File: src/design/mrd_pkg.sv
// Shared types, codes and the CRC-16/Modbus byte update for the deframer
package mrd_pkg;

  // Input kind codes
  localparam logic [1:0] KIND_ARM  = 2'd0;
  localparam logic [1:0] KIND_BYTE = 2'd1;
  localparam logic [1:0] KIND_TICK = 2'd2;
  localparam logic [1:0] KIND_RSVD = 2'd3;

  // Result status codes
  localparam logic [1:0] ST_OK      = 2'd0;
  localparam logic [1:0] ST_CRC     = 2'd1;
  localparam logic [1:0] ST_TIMEOUT = 2'd2;
  localparam logic [1:0] ST_HEADER  = 2'd3;

  // Configuration register indexes
  localparam logic [1:0] REG_STATION  = 2'd0;
  localparam logic [1:0] REG_FUNCTION = 2'd1;
  localparam logic [1:0] REG_TIMEOUT  = 2'd2;

  localparam logic [15:0] CRC_INIT   = 16'hFFFF;
  localparam logic [15:0] CRC_POLY   = 16'hA001;
  localparam logic [7:0]  BYTE_COUNT = 8'h04;

  // Queued work item: classified kind plus the received byte
  typedef struct packed {
    logic [1:0] op;
    logic [7:0] data;
  } mrd_item_t;

  // Live configuration seen by the back end
  typedef struct packed {
    logic [7:0]  station;
    logic [7:0]  function_code;
    logic [15:0] timeout;
  } mrd_cfg_t;

  // Advance the reflected CRC by one byte, one bit per step
  function automatic logic [15:0] crc16_byte(input logic [15:0] crc, input logic [7:0] b);
    logic [15:0] c;
    c = crc ^ {8'h00, b};
    for (int k = 0; k < 8; k++) begin
      if (c[0]) begin
        c = (c >> 1) ^ CRC_POLY;
      end else begin
        c = c >> 1;
      end
    end
    return c;
  endfunction

endpackage

File: src/design/mrd_front.sv
// Front end: accept items, drop reserved kinds, queue the rest in a two-entry FIFO
module mrd_front (
  input  logic              clk,
  input  logic              rst_n,
  input  logic              in_tvalid,
  output logic              in_tready,
  input  logic [7:0]        in_tdata,   // [7:0] data_byte
  input  logic [1:0]        in_tuser,   // [1:0] kind
  output logic              head_valid,
  output mrd_pkg::mrd_item_t head_item,
  input  logic              head_pop
);
  import mrd_pkg::*;

  mrd_item_t  q_r [2];
  logic       wr_ptr_r, wr_ptr_nxt;
  logic       rd_ptr_r, rd_ptr_nxt;
  logic [1:0] count_r, count_nxt;
  logic       accept;
  logic       push;
  logic       pop;

  // Classify: reserved kind is accepted and dropped here
  assign in_tready = (count_r != 2'd2);
  assign accept    = in_tvalid && in_tready;
  assign push      = accept && (in_tuser != KIND_RSVD);
  assign pop       = head_pop && head_valid;

  assign head_valid = (count_r != 2'd0);
  assign head_item  = q_r[rd_ptr_r];

  // Advance pointers and fill count
  always_comb begin
    wr_ptr_nxt = push ? ~wr_ptr_r : wr_ptr_r;
    rd_ptr_nxt = pop ? ~rd_ptr_r : rd_ptr_r;
    count_nxt  = count_r;
    if (push && !pop) begin
      count_nxt = count_r + 2'd1;
    end else if (pop && !push) begin
      count_nxt = count_r - 2'd1;
    end
  end

  always_ff @(posedge clk) begin
    if (!rst_n) begin
      wr_ptr_r <= 1'b0;
      rd_ptr_r <= 1'b0;
      count_r  <= 2'd0;
    end else begin
      wr_ptr_r <= wr_ptr_nxt;
      rd_ptr_r <= rd_ptr_nxt;
      count_r  <= count_nxt;
    end
  end

  // Store the queued payload
  always_ff @(posedge clk) begin
    if (push) begin
      q_r[wr_ptr_r] <= '{op: in_tuser, data: in_tdata};
    end
  end

endmodule

File: src/design/mrd_back.sv
// Back end: frame state machine, CRC check, timeout and the output register
module mrd_back (
  input  logic              clk,
  input  logic              rst_n,
  input  mrd_pkg::mrd_cfg_t cfg,
  input  logic              head_valid,
  input  mrd_pkg::mrd_item_t head_item,
  output logic              head_pop,
  output logic              out_tvalid,
  input  logic              out_tready,
  output logic [31:0]       out_tdata,  // [31:0] reading
  output logic [1:0]        out_tuser   // [1:0] status
);
  import mrd_pkg::*;

  localparam logic [2:0] PH_IDLE  = 3'd0;
  localparam logic [2:0] PH_ADDR  = 3'd1;
  localparam logic [2:0] PH_FUNC  = 3'd2;
  localparam logic [2:0] PH_COUNT = 3'd3;
  localparam logic [2:0] PH_TAIL  = 3'd4;

  logic [2:0]  phase_r, phase_nxt;
  logic [15:0] crc_r, crc_nxt;
  logic [31:0] value_r, value_nxt;
  logic [2:0]  tail_r, tail_nxt;
  logic [7:0]  crc_lo_r, crc_lo_nxt;
  logic [15:0] ticks_r, ticks_nxt;
  logic        out_valid_r, out_valid_nxt;
  logic [31:0] out_value_r, out_value_nxt;
  logic [1:0]  out_status_r, out_status_nxt;

  logic        slot_free;
  logic        res_valid;
  logic [1:0]  res_status;
  logic [31:0] res_value;
  logic [7:0]  want;
  logic [16:0] tick_next;
  logic [15:0] crc_fed;

  // Take the queue head whenever the output slot is free or draining
  assign slot_free = !out_valid_r || out_tready;
  assign head_pop  = head_valid && slot_free;

  assign want = (phase_r == PH_ADDR) ? cfg.station :
                (phase_r == PH_FUNC) ? cfg.function_code : BYTE_COUNT;
  assign tick_next = {1'b0, ticks_r} + 17'd1;
  assign crc_fed   = crc16_byte(crc_r, head_item.data);

  // Frame sequencing
  always_comb begin
    phase_nxt  = phase_r;
    crc_nxt    = crc_r;
    value_nxt  = value_r;
    tail_nxt   = tail_r;
    crc_lo_nxt = crc_lo_r;
    ticks_nxt  = ticks_r;
    res_valid  = 1'b0;
    res_status = ST_OK;
    res_value  = 32'd0;
    if (head_pop) begin
      case (head_item.op)
        KIND_ARM: begin
          phase_nxt  = PH_ADDR;
          crc_nxt    = CRC_INIT;
          value_nxt  = 32'd0;
          tail_nxt   = 3'd0;
          crc_lo_nxt = 8'd0;
          ticks_nxt  = 16'd0;
        end
        KIND_TICK: begin
          if (phase_r != PH_IDLE) begin
            if (tick_next > {1'b0, cfg.timeout}) begin
              res_valid  = 1'b1;
              res_status = ST_TIMEOUT;
              phase_nxt  = PH_IDLE;
            end else begin
              ticks_nxt = tick_next[15:0];
            end
          end
        end
        KIND_BYTE: begin
          case (phase_r)
            PH_ADDR, PH_FUNC, PH_COUNT: begin
              if (head_item.data != want) begin
                res_valid  = 1'b1;
                res_status = ST_HEADER;
                phase_nxt  = PH_IDLE;
              end else begin
                crc_nxt   = crc_fed;
                ticks_nxt = 16'd0;
                phase_nxt = phase_r + 3'd1;
              end
            end
            PH_TAIL: begin
              if (tail_r < 3'd4) begin
                crc_nxt   = crc_fed;
                value_nxt = {value_r[23:0], head_item.data};
                tail_nxt  = tail_r + 3'd1;
              end else if (tail_r == 3'd4) begin
                crc_lo_nxt = head_item.data;
                tail_nxt   = 3'd5;
              end else begin
                tail_nxt  = 3'd0;
                res_valid = 1'b1;
                phase_nxt = PH_IDLE;
                if (crc_lo_r == crc_r[7:0] && head_item.data == crc_r[15:8]) begin
                  res_status = ST_OK;
                  res_value  = value_r;
                end else begin
                  res_status = ST_CRC;
                end
              end
            end
            default: begin
              // idle: drop the byte
            end
          endcase
        end
        default: begin
        end
      endcase
    end
  end

  // Load or drain the output register
  always_comb begin
    out_valid_nxt  = out_valid_r;
    out_value_nxt  = out_value_r;
    out_status_nxt = out_status_r;
    if (slot_free) begin
      out_valid_nxt = res_valid;
      if (res_valid) begin
        out_value_nxt  = res_value;
        out_status_nxt = res_status;
      end
    end
  end

  always_ff @(posedge clk) begin
    if (!rst_n) begin
      phase_r     <= PH_IDLE;
      crc_r       <= CRC_INIT;
      value_r     <= 32'd0;
      tail_r      <= 3'd0;
      crc_lo_r    <= 8'd0;
      ticks_r     <= 16'd0;
      out_valid_r <= 1'b0;
    end else begin
      phase_r     <= phase_nxt;
      crc_r       <= crc_nxt;
      value_r     <= value_nxt;
      tail_r      <= tail_nxt;
      crc_lo_r    <= crc_lo_nxt;
      ticks_r     <= ticks_nxt;
      out_valid_r <= out_valid_nxt;
    end
  end

  always_ff @(posedge clk) begin
    out_value_r  <= out_value_nxt;
    out_status_r <= out_status_nxt;
  end

  assign out_tvalid = out_valid_r;
  assign out_tdata  = out_value_r;
  assign out_tuser  = out_status_r;

endmodule

File: src/design/modbus_response_deframer_top.sv
// Modbus RTU read-response deframer: top level with configuration registers
// Throughput: one item per cycle while the output slot is free; the CRC byte update and
// frame step are combinational. A result reaches out_tvalid through the queue entry and then
// the output register, into which the frame state machine steps the queue head.
// Reset (rst_n low, synchronous): queue empties, frame goes idle, no result pending,
// registers return to station 1, function 3, timeout 500 ticks.
module modbus_response_deframer_top (
  input  logic        clk,
  input  logic        rst_n,
  input  logic        in_tvalid,
  output logic        in_tready,
  input  logic [7:0]  in_tdata,   // [7:0] data_byte
  input  logic [1:0]  in_tuser,   // [1:0] kind
  output logic        out_tvalid,
  input  logic        out_tready,
  output logic [31:0] out_tdata,  // [31:0] reading
  output logic [1:0]  out_tuser,  // [1:0] status
  input  logic        cfg_we,
  input  logic [1:0]  cfg_index,
  input  logic [15:0] cfg_wdata
);
  import mrd_pkg::*;

  mrd_cfg_t  cfg_r, cfg_nxt;
  logic      head_valid;
  mrd_item_t head_item;
  logic      head_pop;

  // Write configuration registers
  always_comb begin
    cfg_nxt = cfg_r;
    if (cfg_we) begin
      case (cfg_index)
        REG_STATION:  cfg_nxt.station       = cfg_wdata[7:0];
        REG_FUNCTION: cfg_nxt.function_code = cfg_wdata[7:0];
        REG_TIMEOUT:  cfg_nxt.timeout       = cfg_wdata;
        default: begin
        end
      endcase
    end
  end

  always_ff @(posedge clk) begin
    if (!rst_n) begin
      cfg_r <= '{station: 8'd1, function_code: 8'd3, timeout: 16'd500};
    end else begin
      cfg_r <= cfg_nxt;
    end
  end

  mrd_front u_front (
    .clk        (clk),
    .rst_n      (rst_n),
    .in_tvalid  (in_tvalid),
    .in_tready  (in_tready),
    .in_tdata   (in_tdata),
    .in_tuser   (in_tuser),
    .head_valid (head_valid),
    .head_item  (head_item),
    .head_pop   (head_pop)
  );

  mrd_back u_back (
    .clk        (clk),
    .rst_n      (rst_n),
    .cfg        (cfg_r),
    .head_valid (head_valid),
    .head_item  (head_item),
    .head_pop   (head_pop),
    .out_tvalid (out_tvalid),
    .out_tready (out_tready),
    .out_tdata  (out_tdata),
    .out_tuser  (out_tuser)
  );

endmodule

File: config.mk
export PLATFORM = sky130hd
export DESIGN_NAME = modbus_response_deframer_top
export DESIGN_NICKNAME = d
export VERILOG_FILES = /design/src/design/mrd_pkg.sv /design/src/design/mrd_front.sv /design/src/design/mrd_back.sv /design/src/design/modbus_response_deframer_top.sv
export SDC_FILE = /design/constraint.sdc
export NUM_CORES = 1
export LEC_CHECK = 0
export BUFFER_PORTS_ARGS = -buffer_cell sky130_fd_sc_hd__buf_2
export CAP_MARGIN = 10
export CORE_MARGIN = 3
export CORE_UTILIZATION = 54
export DETAILED_ROUTE_END_ITERATION = 7
export GPL_ROUTABILITY_DRIVEN = 0
export GPL_TIMING_DRIVEN = 0
export PLACE_DENSITY = 0.85
export SYNTH_ARGS = -nofsm -noshare
export SYNTH_HDL_FRONTEND = slang
export SYNTH_SLANG_ARGS = --single-unit
export TNS_END_PERCENT = 20
File: constraint.sdc
create_clock -name clk -period 4.2 [get_ports clk]
set_clock_uncertainty 0.15 [all_clocks]
set_input_delay 0.84 -clock clk [delete_from_list [all_inputs] [get_ports clk]]
set_output_delay 0.84 -clock clk [all_outputs]
set_load 0.03 [all_outputs]
==> key figures, run 1 <==
Setup path
  • WP data arrival: 4120 ps
  • Crit start category: flop
  • CP required: 4240 ps
  • Reg-to-reg critical path endpoint: u_back.out_tuser[1]
  • FF-to-FF setup slack: 120 ps
  • CP endpoint kind: flop
  • Setup Crit Path Kind: flop to flop
  • R2r startpoint: u_back.ticks_r[0]
  • Crit-path max FO: 17
  • Cell count of the worst reg-to-reg path: 16

Finish
  • Layout Cells excl Fill: 1081
  • Commonest non-fill, non-tap cell in the layout: dfxtp_1
  • Proportion of layout cells with a drive suffix above 1: 0.172
  • Area of the multi-input gates: 3800 um2
  • N_diodes: 0
  • Final nets: 948
  • Area grow syn2layout: 15.4%
  • Final design utilization: 0.651
  • Reg area: 3950 um2
  • Most frequent cells in the layout: 111 x dfxtp_1, 87 x nor2_1, 72 x buf_2
  • Fill cells: 1076

Timing
  • Final setup viols: 0
  • Hold WS: 309 ps
  • Final hold vios: 0
  • TNS Setup: 0 ps
  • Rel. slew slack: 0.403
  • Crit path time final: 4080 ps
  • Slew Limit Fails: 0
  • Achievable Freq: 245 MHz
  • Tightest Pin Transition: 894 ps
  • Fin worst setup slack: 124 ps
  • Final worst path period share: 0.970

Synth
  • Register area share after synthesis: 0.494
  • Cell Area, Synth: 7990 um2
  • Top cell type's share of synthesized area: 0.291
  • Area share of fa/ha/maj cells after synthesis: 0.0423
  • XOR/XNOR share of the synthesized area: 0.0609
  • Mux contribution to synthesized area: 0.0486
  • Synthesized flop and latch total: 170
  • Avg Inst Size Synth: 10.0 um2
  • Main flop type after synthesis: dfxtp_1
  • Synth Area in Compound Gates: 0.134
  • FFs w/ async S/R, synth: 0
  • Top cells by area, synth: dfxtp_1 29%, edfxtp_1 20%, xnor2_1 4.8%
  • Post-synth EDFFs: 54
  • Mapped Cells: 795
  • Yosys warnings: 0
  • Cell variety after synth: 59
  • Syn nets: 855
  • Yosys top cell by area: dfxtp_1
  • Main combinational cell family by area after synthesis: simple AND/OR/NAND/NOR gates
  • Synth Area in Simple Gates: 0.186

Power and ir drop
  • PD cells: 490 nW/um2
  • Leakage Power: 0.00358 uW
  • Sw Share: 0.320
  • Switching power: 1450 uW
  • Combinational power share: 0.266
  • Sequential share of power: 0.407
  • Clock power share: 0.326
  • Int Power: 3070 uW
  • VDD IR max: 0.467 mV

GRT
  • Largest net degree at the start of global routing: 18
  • Total gr overflow: 0
  • First-pass GRT wire length: 29500 um
  • GRT Total Usage: 0.226
  • Vias in the first global route: 5979
  • Number of antenna violations at the first check in global routing: 0

Clock tree
  • TritonCTS Sinks: 170
  • Maximum buffer depth of the clock tree: 2
  • CTS tree: yes
  • H-tree depth: 4
  • Clock Latency Late Sink: 430 ps
  • CTS buffer count: 17
  • Reg clk slew, reported paths: 70 ps
  • Root Buffer: clkbuf_16
  • Hold buffers post-CTS: 0

Run status
  • Status: completed

Detailed routing
  • DR pass1 iterations: 5
  • Final ANT Viol Nets: 0
  • Wirelength per Cell: 16.5 um
  • Vias/cell: 5.75
  • Routed Wire Length: 17900 um
  • Via count: 6218
  • DRT iter0 DRCs: 583
  • DRC Markers: 0

Flow run
  • Max cap viols: 0

Placement
  • Hpwl dp: 12800 um
  • Placement Setup Slack: -741 ps
  • Placed Cells: 1043
  • Port bufs: 68

Die
  • Total Die Area: 16300 um2
  • Core region area: 14100 um2
  • Die Span Y: 128 um
  • Die X: 128 um
  • Row count: 43
  • I/O pin count: 69
  • Initial Util: 0.565

Min path
  • Hold WC Path Type: flop to flop
  • Hold Crit Depth: 2
  • Hold path startpoint: cfg_r[15]
  • Hold EP: cfg_r[15]
-- routing by layer --
metal,vias to the layer above,GRT usage,part of all wire
met1,2935,0.300,0.44
li1,3000,-,-
met3,30,0.0502,0.069
met5,-,0,0
met4,0,0.0718,0.019
met2,253,0.371,0.47
-- synthesized netlist by cell type, drive strengths merged, types with 27 or more instances --
| cell type | instances |
|---|---|
| nor2 | 87 |
| a21oi | 34 |
| ha | 27 |
| o21ai | 32 |
| inv | 29 |
| edfxtp | 54 |
| and2 | 41 |
| nand2 | 51 |
| xnor2 | 46 |
| a22oi | 34 |
| dfxtp | 116 |
-- flip-flops by register name, summed over array words and instances, names as in the netlist, named ones only --
| register | cells |
|---|---|
| u_front.q_r | 20 |
| u_back.phase_r | 3 |
| u_back.value_r | 32 |
| u_back.ticks_r | 16 |
| u_back.tail_r | 3 |
| cfg_r | 32 |
| u_back.out_tvalid | 1 |
| u_front.wr_ptr_r | 1 |
| u_back.out_tdata | 32 |
| u_front.rd_ptr_r | 1 |
| u_front.count_r | 2 |
| u_back.crc_lo_r | 8 |
| u_back.out_tuser | 2 |
| u_back.crc_r | 16 |
-- cell families (layout without fill, tap and decap cells) --
| family | count (synthesis) | count (layout) |
|---|---|---|
| simple gates | 289 | 289 |
| flops | 170 | 170 |
| compound gates | 155 | 155 |
| buf+inv | 66 | 172 |
| xor+xnor | 53 | 53 |
| mux | 35 | 35 |
| fa+ha+maj | 27 | 27 |
-- worst max-delay path, cell delays in order (launching register included) --
cell        delay (ps)
dfxtp_2            390
ha_2               250
and3_1             250
nand4_1            170
and2_1             210
or2_2              310
ha_1               310
nand4_1            130
nor3_1              80
a211o_1            250
o31a_1             290
o21ai_2            230
o21ai_0            140
o211ai_1           190
buf_4              200
clkinvlp_4         110
buf_12             160
-- area by class of cell --
cell class | count | area share
inverter | 29 | 0.0122
timing repair buffer | 73 | 0.0437
multi-input combinational | 559 | 0.412
tap | 180 | 0.0244
clock inverter | 13 | 0.0128
clock buffer | 19 | 0.0470
sequential | 170 | 0.429
timing repair inverter | 1 | 0.000814
buffer | 37 | 0.0185
-- power groups by stage --
stage | clock network (uW) | logic [uW] | registers, uW
floorplan | 0 | 891 | 1880
global placement | 0 | 1140 | 1870
detailed placement | 0 | 1160 | 1870
CTS | 1490 | 1180 | 1840
global route | 1580 | 1310 | 1850
finish | 1480 | 1200 | 1840
-- timing repair --
| action | in CTS | in global routing |
|---|---|---|
| gates resized for setup | 3 | 12 |
| setup endpoints to repair | 44 | 51 |
| pin swaps | 1 | 1 |
| buffers inserted | 4 | 1 |
| cloned | 1 | 0 |
| endpoints found under the hold margin | 0 | 0 |
-- worst max path at each step --
stage                            from              endpoint  slack (ps)
finish              u_back.ticks_r[0]   u_back.out_tuser[1]         120
global route        u_back.ticks_r[0]   u_back.out_tuser[1]         -30
floorplan           u_back.ticks_r[2]   u_back.out_tdata[0]         180
CTS                 u_back.ticks_r[2]  u_back.out_tdata[24]          10
detailed placement  u_back.ticks_r[2]   u_back.out_tdata[4]        -740
global placement    u_back.ticks_r[2]   u_back.out_tdata[3]        -530
-- per-stage QoR --
stage          cell area [um2]  power, uW
2_1_floorplan             7990       2770
3_3_place_gp              8550       3010
3_5_place_dp              8550       3030
4_1_cts                   9170       4510
5_1_grt                   9220       4730
6_report                  9220       4520
Note: power is estimated with default switching activity, not from simulation.
==> run 2: changes to the inputs <==
--- a/config.mk
+++ b/config.mk
@@ -5,14 +5,16 @@
 export SDC_FILE = /design/constraint.sdc
 export NUM_CORES = 1
 export LEC_CHECK = 0
-export BUFFER_PORTS_ARGS = -buffer_cell sky130_fd_sc_hd__buf_2
+export BUFFER_PORTS_ARGS = -buffer_cell sky130_fd_sc_hd__clkbuf_2
 export CAP_MARGIN = 10
+export CELL_PAD_IN_SITES_DETAIL_PLACEMENT = 0
+export CELL_PAD_IN_SITES_GLOBAL_PLACEMENT = 1
 export CORE_MARGIN = 3
-export CORE_UTILIZATION = 54
+export CORE_UTILIZATION = 25
 export DETAILED_ROUTE_END_ITERATION = 7
 export GPL_ROUTABILITY_DRIVEN = 0
 export GPL_TIMING_DRIVEN = 0
-export PLACE_DENSITY = 0.85
+export PLACE_DENSITY = 0.59
 export SYNTH_ARGS = -nofsm -noshare
 export SYNTH_HDL_FRONTEND = slang
 export SYNTH_SLANG_ARGS = --single-unit
==> key figures, run 2 (synthesis results as in run 1) <==
Run status
  • Status: completed (unchanged)

Finish
  • Final nets: 951 (was 948)
  • Most frequent cells in the layout: 111 x dfxtp_1, 86 x nor2_1, 69 x clkbuf_2 (was 111 x dfxtp_1, 87 x nor2_1, 72 x buf_2)
  • Area grow syn2layout: 20.4% (was 15.4%)
  • N_diodes: 0 (unchanged)
  • Proportion of layout cells with a drive suffix above 1: 0.180 (was 0.172)
  • Commonest non-fill, non-tap cell in the layout: dfxtp_1 (unchanged)
  • Layout Cells excl Fill: 1300 (was 1081)

Setup path
  • Setup Crit Path Kind: flop to flop (unchanged)
  • CP most frequent cell: and3_4 (was nand4_1)
  • CP required: 4430 ps (was 4240 ps)
  • Crit start category: flop (unchanged)
  • Crit-path max cell delay: 570 ps (was 390 ps)
  • Cell count of the worst reg-to-reg path: 16 (unchanged)
  • Worst path cell trace: and3_4, and3_4, and3_4, nand2_1, and2_1, or2_2, ha_1, nand4_1, nor3_1, a211o_1, o31a_1, or4_4, o21ai_4, buf_4, o21ai_1, a21bo_1 (was ha_2, and3_1, nand4_1, and2_1, or2_2, ha_1, nand4_1, nor3_1, a211o_1, o31a_1, o21ai_2, o21ai_0, o211ai_1, buf_4, clkinvlp_4, buf_12)
  • Crit-path max FO: 5 (was 17)
  • WP data arrival: 4220 ps (was 4120 ps)
  • Slowest cell on the critical path: or4_4 (was dfxtp_2)
  • CP endpoint kind: flop (unchanged)

Timing
  • Hold WS: 307 ps (was 309 ps)
  • TNS Setup: 0 ps (unchanged)
  • Slew Limit Fails: 0 (unchanged)
  • Unrepaired setup endpoints after global routing: no
  • Rel. slew slack: 0.402 (was 0.403)
  • Final hold vios: 0 (unchanged)
  • Tightest Pin Transition: 895 ps (was 894 ps)
  • Crit path time final: 3990 ps (was 4080 ps)
  • Achievable Freq: 251 MHz (was 245 MHz)
  • Final worst path period share: 0.949 (was 0.970)
  • Final setup viols: 0 (unchanged)

Power and ir drop
  • Leakage Power: 0.00368 uW (was 0.00358 uW)
  • VDD IR max: 0.303 mV (was 0.467 mV)
  • PD cells: 494 nW/um2 (was 490 nW/um2)

GRT
  • GRT Total Usage: 0.120 (was 0.226)
  • Vias in the first global route: 5617 (was 5979)
  • First-pass GRT wire length: 31900 um (was 29500 um)
  • Largest net degree at the start of global routing: 23 (was 18)
  • Total gr overflow: 0 (unchanged)
  • Number of antenna violations at the first check in global routing: 0 (unchanged)

Clock tree
  • H-tree depth: 4 (unchanged)
  • Reg clk slew, reported paths: 80 ps (was 70 ps)
  • CTS buffer count: 17 (unchanged)
  • Clock Latency Late Sink: 440 ps (was 430 ps)
  • TritonCTS Sinks: 170 (unchanged)
  • Root Buffer: clkbuf_16 (unchanged)
  • Hold buffers post-CTS: 0 (unchanged)
  • Maximum buffer depth of the clock tree: 2 (unchanged)
  • CTS tree: yes (unchanged)

Detailed routing
  • Final ANT Viol Nets: 0 (unchanged)
  • Vias/cell: 4.56 (was 5.75)
  • DRC Markers: 0 (unchanged)
  • Wirelength per Cell: 15.4 um (was 16.5 um)
  • Routed Wire Length: 20000 um (was 17900 um)
  • Via count: 5929 (was 6218)
  • DR pass1 iterations: 5 (unchanged)
  • DRT iter0 DRCs: 337 (was 583)

Die
  • I/O pin count: 69 (unchanged)
  • Die X: 185 um (was 128 um)
  • Row count: 64 (was 43)
  • Initial Util: 0.257 (was 0.565)
  • Die Span Y: 185 um (was 128 um)
  • Core region area: 31100 um2 (was 14100 um2)
  • Total Die Area: 34100 um2 (was 16300 um2)

Placement
  • Hpwl dp: 15000 um (was 12800 um)
  • Placed Cells: 1259 (was 1043)
  • Port bufs: 68 (unchanged)

Min path
  • Hold WC Path Type: flop to flop (unchanged)
  • Hold Crit Depth: 2 (unchanged)

Flow run
  • Max cap viols: 0 (unchanged)
[run 2: worst paths after layout]
| kind | start | to | slack, ps |
|---|---|---|---|
| worst max register to register | u_back.ticks_r[4] | u_back.ticks_r[2] | 210 |
| worst min-delay path | cfg_r[15] | cfg_r[15] | 310 |
| worst max-delay path | u_back.ticks_r[4] | u_back.ticks_r[2] | 210 |
| worst min register to register | cfg_r[15] | cfg_r[15] | 310 |
[run 2: worst max-delay path, delay by kind of cell, from the launching register on]
| family | cells | cell delay [ps] |
|---|---|---|
| and+or+nand+nor | 9 | 1940 |
| adders and majority gates | 1 | 290 |
| AOI/OAI and AO/OA | 5 | 990 |
| DFF | 1 | 380 |
| buffers and inverters | 1 | 160 |
[run 2: report_power, final]
group | leakage (uW) | internal (uW) | switching (uW) | total, uW
Clock | 0.000311 | 841 | 848 | 1690
Combinational | 0.00200 | 472 | 754 | 1230
Sequential | 0.00138 | 1780 | 58.7 | 1840
[run 2: repair_timing]
item / in CTS / in global routing
setup buffers: 6 / 2
setup endpoints to repair: 44 / 81
pin swaps: 1 / 3
resized for setup: 3 / 19
cloned: 1 / 0
[run 2: cell type report]
| cell class | count | area (um2) |
|---|---|---|
| inverters | 29 | 113 |
| fillers | 3243 | 21400 |
| well taps | 396 | 495 |
| repair buffers | 76 | 413 |
| repair inverters | 1 | 7.51 |
| clock inverters | 15 | 226 |
| multi-input cells | 559 | 3810 |
| clock buffers | 17 | 425 |
| flip-flops and latches | 170 | 3950 |
| plain buffers | 37 | 174 |
[run 2: metal layers]
metal  vias up  share of wire  track usage
met2       111           0.42        0.177
met4         0         0.0090       0.0315
li1       3004              -            -
met1      2799           0.53        0.180
met5         -              0            0
met3        15          0.036       0.0225
[run 2: metrics by stage]
| step | setup WS (ps) | util | area (um2) | power, uW |
|---|---|---|---|---|
| after floorplan | 183 | - | 7990 | 2770 |
| after global placement | -812 | 0.284 | 8820 | 3100 |
| after detailed placement | -826 | 0.284 | 8820 | 3090 |
| after CTS | 2.80 | 0.307 | 9550 | 4790 |
| after global routing | 7.35 | 0.310 | 9620 | 4990 |
| final | 213 | 0.310 | 9620 | 4750 |
==> run 3: changes to the inputs <==
--- a/config.mk
+++ b/config.mk
@@ -5,16 +5,16 @@
 export SDC_FILE = /design/constraint.sdc
 export NUM_CORES = 1
 export LEC_CHECK = 0
-export BUFFER_PORTS_ARGS = -buffer_cell sky130_fd_sc_hd__clkbuf_2
 export CAP_MARGIN = 10
 export CELL_PAD_IN_SITES_DETAIL_PLACEMENT = 0
 export CELL_PAD_IN_SITES_GLOBAL_PLACEMENT = 1
 export CORE_MARGIN = 3
 export CORE_UTILIZATION = 25
 export DETAILED_ROUTE_END_ITERATION = 7
+export DONT_BUFFER_PORTS = 1
 export GPL_ROUTABILITY_DRIVEN = 0
 export GPL_TIMING_DRIVEN = 0
-export PLACE_DENSITY = 0.59
+export PLACE_DENSITY = 0.56
 export SYNTH_ARGS = -nofsm -noshare
 export SYNTH_HDL_FRONTEND = slang
 export SYNTH_SLANG_ARGS = --single-unit
==> key figures, run 3 (synthesis results as in run 1) <==
GRT
  • Vias in the first global route: 5523 (was 5617)
  • Largest net degree at the start of global routing: 19 (was 23)
  • Total gr overflow: 0 (unchanged)
  • First-pass GRT wire length: 32000 um (was 31900 um)
  • Number of antenna violations at the first check in global routing: 0 (unchanged)
  • GRT Total Usage: 0.123 (was 0.120)

Timing
  • Tightest Pin Transition: 916 ps (was 895 ps)
  • Unrepaired setup endpoints after global routing: yes (was no)
  • Final worst path period share: 0.949 (about the same)
  • Achievable Freq: 251 MHz (about the same)
  • Slew Limit Fails: 0 (unchanged)
  • Rel. slew slack: 0.388 (was 0.402)
  • Final hold vios: 0 (unchanged)
  • Crit path time final: 3990 ps (about the same)
  • Hold WS: 309 ps (was 307 ps)
  • TNS Setup: 0 ps (unchanged)
  • Fin worst setup slack: 214 ps (was 213 ps)
  • Final setup viols: 0 (unchanged)

Detailed routing
  • DRC Markers: 0 (unchanged)
  • Vias/cell: 4.61 (was 4.56)
  • Wirelength per Cell: 16.5 um (was 15.4 um)
  • Via count: 5680 (was 5929)
  • Routed Wire Length: 20300 um (was 20000 um)
  • DR pass1 iterations: 5 (unchanged)
  • DRT iter0 DRCs: 388 (was 337)
  • Final ANT Viol Nets: 0 (unchanged)

Placement
  • Port bufs: 0 (was 68)
  • Hpwl dp: 15000 um (about the same)
  • Placement Setup Slack: -832 ps (was -826 ps)

Power and ir drop
  • VDD IR max: 0.298 mV (was 0.303 mV)
  • PD cells: 502 nW/um2 (was 494 nW/um2)
  • Total chip power: 4640 uW (was 4750 uW)
  • Leakage Power: 0.00339 uW (was 0.00368 uW)

Finish
  • Fill cells: 3259 (was 3243)
  • Proportion of layout cells with a drive suffix above 1: 0.117 (was 0.180)
  • Final nets: 882 (was 951)
  • Most frequent cells in the layout: 109 x dfxtp_1, 86 x nor2_1, 54 x edfxtp_1 (was 111 x dfxtp_1, 86 x nor2_1, 69 x clkbuf_2)
  • N_diodes: 0 (unchanged)
  • Area grow syn2layout: 15.8% (was 20.4%)
  • Commonest non-fill, non-tap cell in the layout: dfxtp_1 (unchanged)
  • Final design utilization: 0.298 (was 0.310)

Clock tree
  • TritonCTS Sinks: 170 (unchanged)
  • CTS buffer count: 17 (unchanged)
  • Maximum buffer depth of the clock tree: 2 (unchanged)
  • H-tree depth: 4 (unchanged)
  • Reg clk slew, reported paths: 80 ps (about the same)
  • Root Buffer: clkbuf_16 (unchanged)
  • CTS tree: yes (unchanged)
  • Clock Latency Late Sink: 440 ps (about the same)

Setup path
  • Setup Crit Path Kind: flop to flop (unchanged)
  • Crit start category: flop (unchanged)
  • WP data arrival: 4030 ps (was 4220 ps)
  • Crit-path max FO: 17 (was 5)
  • CP required: 4250 ps (was 4430 ps)
  • CP endpoint kind: flop (unchanged)

Die
  • Die X: 185 um (unchanged)
  • Core region area: 31100 um2 (unchanged)
  • Die Span Y: 185 um (unchanged)
  • Row count: 64 (unchanged)
  • I/O pin count: 69 (unchanged)
  • Initial Util: 0.257 (unchanged)
  • Total Die Area: 34100 um2 (unchanged)

Flow run
  • Max cap viols: 0 (unchanged)

Min path
  • Hold WC Path Type: flop to flop (unchanged)

Run status
  • Status: completed (unchanged)
-- run 3: cell count changes in the layout (fill, tap and decap cells not counted), moves of 2 or more --
cell	before	now
dfxtp_1	111	109
dfxtp_4	1	3
inv_8	2	6
clkinv_8	7	1
inv_6	1	4
buf_4	8	6
clkinvlp_4	2	4
clkbuf_2	69	2
inv_12	5	0
-- run 3: worst paths after layout --
path	startpoint	to	slack [ps]	cells past startpoint
max reg2reg	u_back.ticks_r[3]	u_back.out_tuser[0]	210	16
min	cfg_r[9]	cfg_r[9]	310	2
max	u_back.ticks_r[3]	u_back.out_tuser[0]	210	16
min reg2reg	cfg_r[9]	cfg_r[9]	310	2
-- run 3: worst max-delay path, stage by stage (launching register included) --
cell	delay [ps]
dfxtp_4	370
and3_4	200
and3_1	240
nand4_1	160
and2_1	210
or2_2	300
ha_1	300
nand4_1	130
nor3_1	80
a211o_1	250
o31a_1	340
o21ai_2	220
o21ai_1	110
o211ai_1	190
buf_4	200
clkinvlp_4	110
buf_12	160
-- run 3: timing repair --
| action | in CTS | in global routing |
|---|---|---|
| pin swaps | 1 | 5 |
| hold endpoints to repair | 0 | 0 |
| gates resized for setup | 6 | 23 |
| endpoints found under the setup margin | 45 | 83 |
| cloned | 1 | 0 |
| buffers inserted | 4 | 3 |
| hold buffers | 0 | 0 |
-- run 3: metrics by stage --
stage	instance area [um2]	instances
floorplan	7990	795
global placement	8480	1191
detailed placement	8480	1191
CTS	9160	1228
global route	9250	1231
finish	9250	1231
-- run 3: report_power, final --
part,leakage (uW),switching [uW],internal (uW)
registers,0.00138,82.0,1780
logic,0.00172,722,449
clock network,0.000289,757,852
-- run 3: final cells by class --
class | count | area, um2 | share of cell area
flip-flops and latches | 170 | 3960 | 0.428
multi-input cells | 559 | 3830 | 0.414
well taps | 396 | 495 | 0.0536
clock buffers | 17 | 425 | 0.0460
plain buffers | 37 | 173 | 0.0187
clock inverters | 15 | 169 | 0.0183
inverters | 29 | 113 | 0.0122
repair buffers | 7 | 77.6 | 0.00839
repair inverters | 1 | 7.51 | 0.000812
-- run 3: routing by layer --
metal | part of all wire | up-vias | global-route usage
met5 | 0 | - | 0
met4 | 0.011 | 0 | 0.0324
met3 | 0.047 | 13 | 0.0361
met2 | 0.41 | 106 | 0.173
met1 | 0.53 | 2688 | 0.182
li1 | - | 2873 | -
